--- src/hdl/word_length_histogram_macros.svh ---
// Assertion macros used by the histogram back end
`ifndef WORD_LENGTH_HISTOGRAM_MACROS_SVH
`define WORD_LENGTH_HISTOGRAM_MACROS_SVH

// same-cycle implication, off while in reset
`define WLH_ASSERT_IMP(label, clk, rst_n, ante, cons) \
	label: assert property (@(posedge clk) disable iff (!rst_n) (ante) |-> (cons)) \
		else $error("word_length_histogram: check failed");

// next-cycle implication, off while in reset
`define WLH_ASSERT_NXT(label, clk, rst_n, ante, cons) \
	label: assert property (@(posedge clk) disable iff (!rst_n) (ante) |=> (cons)) \
		else $error("word_length_histogram: check failed");

`endif

--- src/hdl/whl_pkg.sv ---
// Package: widths, character codes and the front-to-back command type
`timescale 1ns / 1ps
package whl_pkg;
	localparam int NUM_BINS_DEF = 64;
	localparam int CHAR_W       = 8;
	localparam int BIN_W        = 6;
	localparam int COUNT_W      = 16;
	localparam int LEN_W        = 7;
	localparam int QUEUE_DEPTH  = 4;

	localparam logic [LEN_W-1:0]   LEN_MAX   = '1;
	localparam logic [COUNT_W-1:0] COUNT_MAX = '1;

	localparam logic [CHAR_W-1:0] CH_NUL   = 8'h00;
	localparam logic [CHAR_W-1:0] CH_TAB   = 8'h09;
	localparam logic [CHAR_W-1:0] CH_NL    = 8'h0a;
	localparam logic [CHAR_W-1:0] CH_SPACE = 8'h20;
	localparam logic [CHAR_W-1:0] CH_COMMA = 8'h2c;
	localparam logic [CHAR_W-1:0] CH_COLON = 8'h3a;
	localparam logic [CHAR_W-1:0] CH_SEMI  = 8'h3b;

	typedef struct packed {
		logic             dump;
		logic             word_ok;
		logic [BIN_W-1:0] len;
	} cmd_t;

	function automatic logic is_delim(input logic [CHAR_W-1:0] ch);
		return (ch == CH_SPACE) || (ch == CH_TAB) || (ch == CH_NL) ||
			(ch == CH_COMMA) || (ch == CH_SEMI) || (ch == CH_COLON);
	endfunction
endpackage

--- src/hdl/whl_fifo.sv ---
// Command queue between the byte front end and the bin back end
`timescale 1ns / 1ps
module whl_fifo
	import whl_pkg::*;
#(
	parameter int DEPTH = QUEUE_DEPTH
) (
	input  logic clk,
	input  logic arst_n,
	input  logic push,
	input  cmd_t push_data,
	output logic full,
	input  logic pop,
	output cmd_t pop_data,
	output logic empty
);
	localparam int PW = (DEPTH > 1) ? $clog2(DEPTH) : 1;
	localparam int CW = $clog2(DEPTH + 1);

	cmd_t          slot_q [DEPTH];
	logic [PW-1:0] wr_ptr_q;
	logic [PW-1:0] rd_ptr_q;
	logic [CW-1:0] count_q;
	logic          do_push;
	logic          do_pop;

	assign full     = (count_q == CW'(DEPTH));
	assign empty    = (count_q == '0);
	assign do_push  = push && !full;
	assign do_pop   = pop && !empty;
	assign pop_data = slot_q[rd_ptr_q];

	always_ff @(posedge clk) begin
		if (do_push) begin
			slot_q[wr_ptr_q] <= push_data;
		end
	end

	always_ff @(posedge clk or negedge arst_n) begin
		if (!arst_n) begin
			wr_ptr_q <= '0;
			rd_ptr_q <= '0;
			count_q  <= '0;
		end else begin
			if (do_push) begin
				wr_ptr_q <= (wr_ptr_q == PW'(DEPTH - 1)) ? '0 : wr_ptr_q + 1'b1;
			end
			if (do_pop) begin
				rd_ptr_q <= (rd_ptr_q == PW'(DEPTH - 1)) ? '0 : rd_ptr_q + 1'b1;
			end
			case ({do_push, do_pop})
				2'b10:   count_q <= count_q + 1'b1;
				2'b01:   count_q <= count_q - 1'b1;
				default: count_q <= count_q;
			endcase
		end
	end
endmodule

--- config.mk ---
export PLATFORM = sky130hd
export DESIGN_NAME = whl_fifo
export DESIGN_NICKNAME = d
export VERILOG_FILES = /design/src/hdl/word_length_histogram_macros.svh /design/src/hdl/whl_pkg.sv /design/src/hdl/whl_fifo.sv
export SDC_FILE = /design/constraint.sdc
export NUM_CORES = 1
export LEC_CHECK = 0
export BUFFER_PORTS_ARGS = -buffer_cell sky130_fd_sc_hd__buf_2
export CORE_UTILIZATION = 50
export DETAILED_ROUTE_END_ITERATION = 10
export HOLD_SLACK_MARGIN = 0.12
export PLACE_DENSITY = 0.81
export SKIP_CTS_REPAIR_TIMING = 1
export SLEW_MARGIN = 20
export SYNTH_ARGS = -nofsm -noshare
export SYNTH_HDL_FRONTEND = slang
export SYNTH_SLANG_ARGS = --single-unit
--- constraint.sdc ---
create_clock -name clk -period 2.35 [get_ports clk]
set_clock_uncertainty 0.2 [all_clocks]
set_input_delay 0.47 -clock clk [delete_from_list [all_inputs] [get_ports clk]]
set_output_delay 0.47 -clock clk [all_outputs]
set_load 0.02 [all_outputs]
# Yosys cells after proc, flatten, opt, wreduce, memory -nomap -nowiden
# Memory sizes are Yosys's and may differ from the RTL's.
# Index checks and enable logic that the tools add are counted.
[word_totals]
reg_bits = 7
mem_bits_rw = 32
output_inout_bits = 10
wordCells = 24
memories = 1
[mem_list]
columns = ["memory", "depth", "width", "read_ports", "rd_clocked_by_memory_dff", "write_ports", "line_no", "rtl"]
rows = [
  ["slot_q", 4, 8, 1, 0, 1, "whl_fifo.sv:20", "cmd_t slot_q [DEPTH];"],
]
[op_classes]
addsub = 4
eq_ne = 5
n_mux = 5
reduce_logical = 6
[op_table]
columns = ["op", "count"]
rows = [
  ["$eq A2 B2 Y1 const B", 3],
  ["$pmux W3 S2", 1],
  ["$add A2 B1 Y2 const B", 2],
  ["$mux W2", 2],
  ["$add A3 B1 Y3 const B", 1],
  ["$eq A3 B3 Y1 const B", 1],
  ["$logic_not A3 Y1", 1],
  ["$sub A3 B1 Y3 const B", 1],
  ["$eq A2 B1 Y1 const B", 1],
  ["$logic_and A1 B1 Y1", 2],
  ["$logic_not A1 Y1", 2],
  ["$mux W1", 2],
  ["$reduce_bool A2 Y1", 1],
]

# Longest topological paths before layout
[depth]
word_depth = 5
depth_mapped = 9

# Least setup slack after synthesis
# No wires, ideal clock.
[synth_timing]
kind = "reg-to-reg"
from = "reg count_q[0]"
to = "reg count_q[2]"
setup_time_ns = 0.125
t_arrival_ns = 1.964
required_time_ns = 2.025
slack_ns = 0.061
path_stages_with_launch = 10
n_path_buf = 0
path_cell_list = "dfrtp_1 > nor3_1 > nand2b_1 > inv_1 > ha_1 > inv_1 > fa_1 > xor2_1 > nor2_1 > xor2_1"
[synth_between]
elab_chain_cells = 5
word_cells_on_any_way = 12
classes_between = "add/sub: 2; eq/ne: 3; mux: 1; reduce/logical: 6"
[synth_rtl]
columns = ["element", "line_no", "rtl"]
rows = [
  ["start: declaration", "whl_fifo.sv:23", "logic [CW-1:0] count_q;"],
  ["start signal: assignment", "whl_fifo.sv:52", "2'b10: count_q <= count_q + 1'b1;"],
  ["start signal: assignment", "whl_fifo.sv:53", "2'b01: count_q <= count_q - 1'b1;"],
  ["start signal: assignment", "whl_fifo.sv:54", "default: count_q <= count_q;"],
  ["$logic_not A3 Y1 *", "whl_fifo.sv:28", "assign empty = (count_q == '0);"],
  ["net empty", "whl_fifo.sv:15", "output logic empty"],
  ["$logic_not A1 Y1 *", "whl_fifo.sv:30", "assign do_pop = pop && !empty;"],
  ["$logic_and A1 B1 Y1 *", "whl_fifo.sv:30", ""],
  ["net do_pop", "whl_fifo.sv:25", "logic do_pop;"],
  ["$eq A2 B1 Y1 or $eq A2 B2 Y1 (tied branches)", "whl_fifo.sv:51", "case ({do_push, do_pop})"],
  ["$pmux W3 S2 or $reduce_bool A2 Y1 (tied branches)", "--", ""],
]
# The timed path passes the listed nets; every way through them passes the cells marked *.
# A chain may end at the register's enable or synchronous reset.

==> results.toml <==
[run_status]
status = "finished clean"

[worst_setup_path]
max_stage_delay_ns = 0.56
setup.worst_path.end_class = "output pin"
start_kind = "flip-flop"
cp_max_fo = 11
required_ns = 1.68
cp.depth = 2
path_buf_inv = 1
r2r_slack_ns = 0.10
path_class = "reg -> out"
cp_data_arrival_time_ns = 1.61
r2r_cells = 9
slowest_stage = "dfrtp_4"
crit_family = "flip-flops"
cp_cell_sequence = "mux4_2, buf_2"

[power_and_ir_drop]
p_per_area_nw_per_um2 = 1220
peakVddDrop_mv = 0.6900
total_leakage_power_nw = 0.7452

[hold_path]
hold_depth = 1
hold_class = "in -> reg"

[synthesis]
yosys_warnings = 0
synthAdderAreaFrac = 0.05901
synth.avg_cell_area_um2 = 19.42
synth_cell_types = 19
syn_nets = 102
synth_top_area_frac = 0.5963
synth_compound_area_frac = 0
synth_area_leaders = "edfxtp_1 (60%), mux4_2 (11%), dfrtp_1 (11%)"
yosysSeqAreaShare = 0.7050
synth-seq-cells = 39
synth_area_um2 = 1612
postSynthCellCount = 83
synth_top_family_by_area = "multiplexers"
synth_mux_area_frac = 0.1506
yosys.area.top_type = "edfxtp_1"
synth-simple-area-share = 0.04503
synthXorXnorAreaFrac = 0.01630

[clock_network]
clk_latency_ns = 0.33
path_clk_slew_ns = 0.10
cts-root-buf = "clkbuf_4"
clockBufferDepth = 2
cts_made_buffers = 5
cts.sinks = 39
cts_tree = "built"
htreeDepth = 2

[route]
first_pass_iters = 4
wl_per_cell_um = 14.97
ant_nets = 0
vias = 780
vias_per_cell = 4.906
routed_wl_um = 2381
drc = 0
drtIter0Drc = 29

[placed_design]
dp_hpwl_um = 1603
gp_congestion = 0.7175
port_buffers = 21

[cells_and_area]
drive_gt1_frac = 0.4783
multiInputGateArea_um2 = 451.7
regArea_um2 = 1140
syn_to_final_growth_pct = 16.77
finalNetCount = 133
layout_common_cells = "edfxtp_1 (32), buf_2 (21), mux4_2 (8), inv_1 (6), dfrtp_1 (6)"
final_util = 0.6164
num_antenna_cells = 0
final_common_cell = "edfxtp_1"
n_fill_cell = 243

[timing]
hold_viol = 0
min_period_ns = 2.281
period_share = 0.9706
hold-worst-slack_ns = 0.1434
slew_headroom = 0.7053
worstMarginPinSlew_ns = 0.4420
max_freq_ghz = 0.4384
tns_ns = 0
grt_setup_unrepaired = "no"
setup_violations = 0
drv_slew = 0

[grt]
grt_max_degree = 13
grt_antenna_before_repair = 0
grt_pass1_vias = 794
grt.overflow.total = 0
grt_util_all_layers = 0.1631
grt_pass1_wl_um = 3760

[floorplan]
die_area_um2 = 3454
row_count = 20
die_x_um = 58.77
core-area_um2 = 3053
die_y_um = 58.77
io_pins = 22
start_util = 0.5279

[flow_run]
maxCapViolCount = 0
## sequential cells by signal (all words and copies together) (netlist names)
name,flops
count_q,3
rd_ptr_q,2
slot_q,32
wr_ptr_q,2
## worst register-to-register path: stages (launching register included)
cell	delay, ns
dfrtp_1	0.40
or3b_4	0.43
and2_4	0.16
inv_2	0.05
ha_4	0.13
inv_2	0.04
fa_2	0.37
xor2_1	0.14
nor2_1	0.12
xor2_1	0.14
## power breakdown
part	total [mW]	switching [mW]	internal, mW	leakage (nW)
Sequential	1.08	0.141	0.941	0.374
Clock	0.342	0.197	0.145	0.0353
Combinational	0.872	0.426	0.446	0.335
Total	2.30	0.764	1.53	0.745
## final cells by class
cell class / count / area share
multi-input combinational: 34 / 0.2400
clock buffer: 7 / 0.02926
sequential: 39 / 0.6057
tap: 44 / 0.02926
timing repair buffer: 26 / 0.07713
clock inverter: 1 / 0.002660
inverter: 8 / 0.01596
## synth_stat cells
| cell type | count |
|---|---|
| nor3_1 | 1 |
| and2_4 | 1 |
| mux2_4 | 2 |
| buf_1 | 1 |
| dfrtp_1 | 7 |
| mux2_2 | 2 |
| inv_1 | 8 |
| fa_1 | 1 |
| mux4_2 | 8 |
| ha_1 | 6 |
| and3_2 | 4 |
| or3b_4 | 1 |
| nor2_1 | 3 |
| xor2_1 | 2 |
| mux2i_1 | 1 |
| xnor2_1 | 1 |
| buf_2 | 1 |
| nand2b_1 | 1 |
| edfxtp_1 | 32 |
## per-stage QoR
step	power, mW	instance area, um2	setup WS [ns]	std cells
2_1_floorplan	1.684	1612	0.06098	83
3_3_place_gp	1.889	1770	0.07505	147
3_5_place_dp	1.927	1770	0.03964	147
4_1_cts	2.263	1831	-0.2340	155
5_1_grt	2.437	1882	0.005370	159
6_report	2.297	1882	0.06901	159
## metal layers
layer	GRT usage	share of wire
met2	0.2581	0.51
met3	0.05934	0.044
met1	0.1933	0.43
met4	0.09184	0.017
met5	0	0
## worst paths after layout
| path | from | endpoint |
|---|---|---|
| worst max-delay path | rd_ptr_q[0] | pop_data[1] |
| worst min-delay path | push_data[7] | slot_q[0][7] |
| worst max register to register | count_q[1] | count_q[2] |
| worst min register to register | count_q[0] | count_q[0] |
| max in group asynchronous | arst_n | rd_ptr_q[0] |
| min in group asynchronous | arst_n | count_q[0] |
## cells by family after synthesis
family,after synthesis
xor gates and xnor gates,3
adders and majority gates,7
buffers and inverters,10
DFF,39
muxes,13
and+or+nand+nor,11
Power figures use the tool's default switching activity.
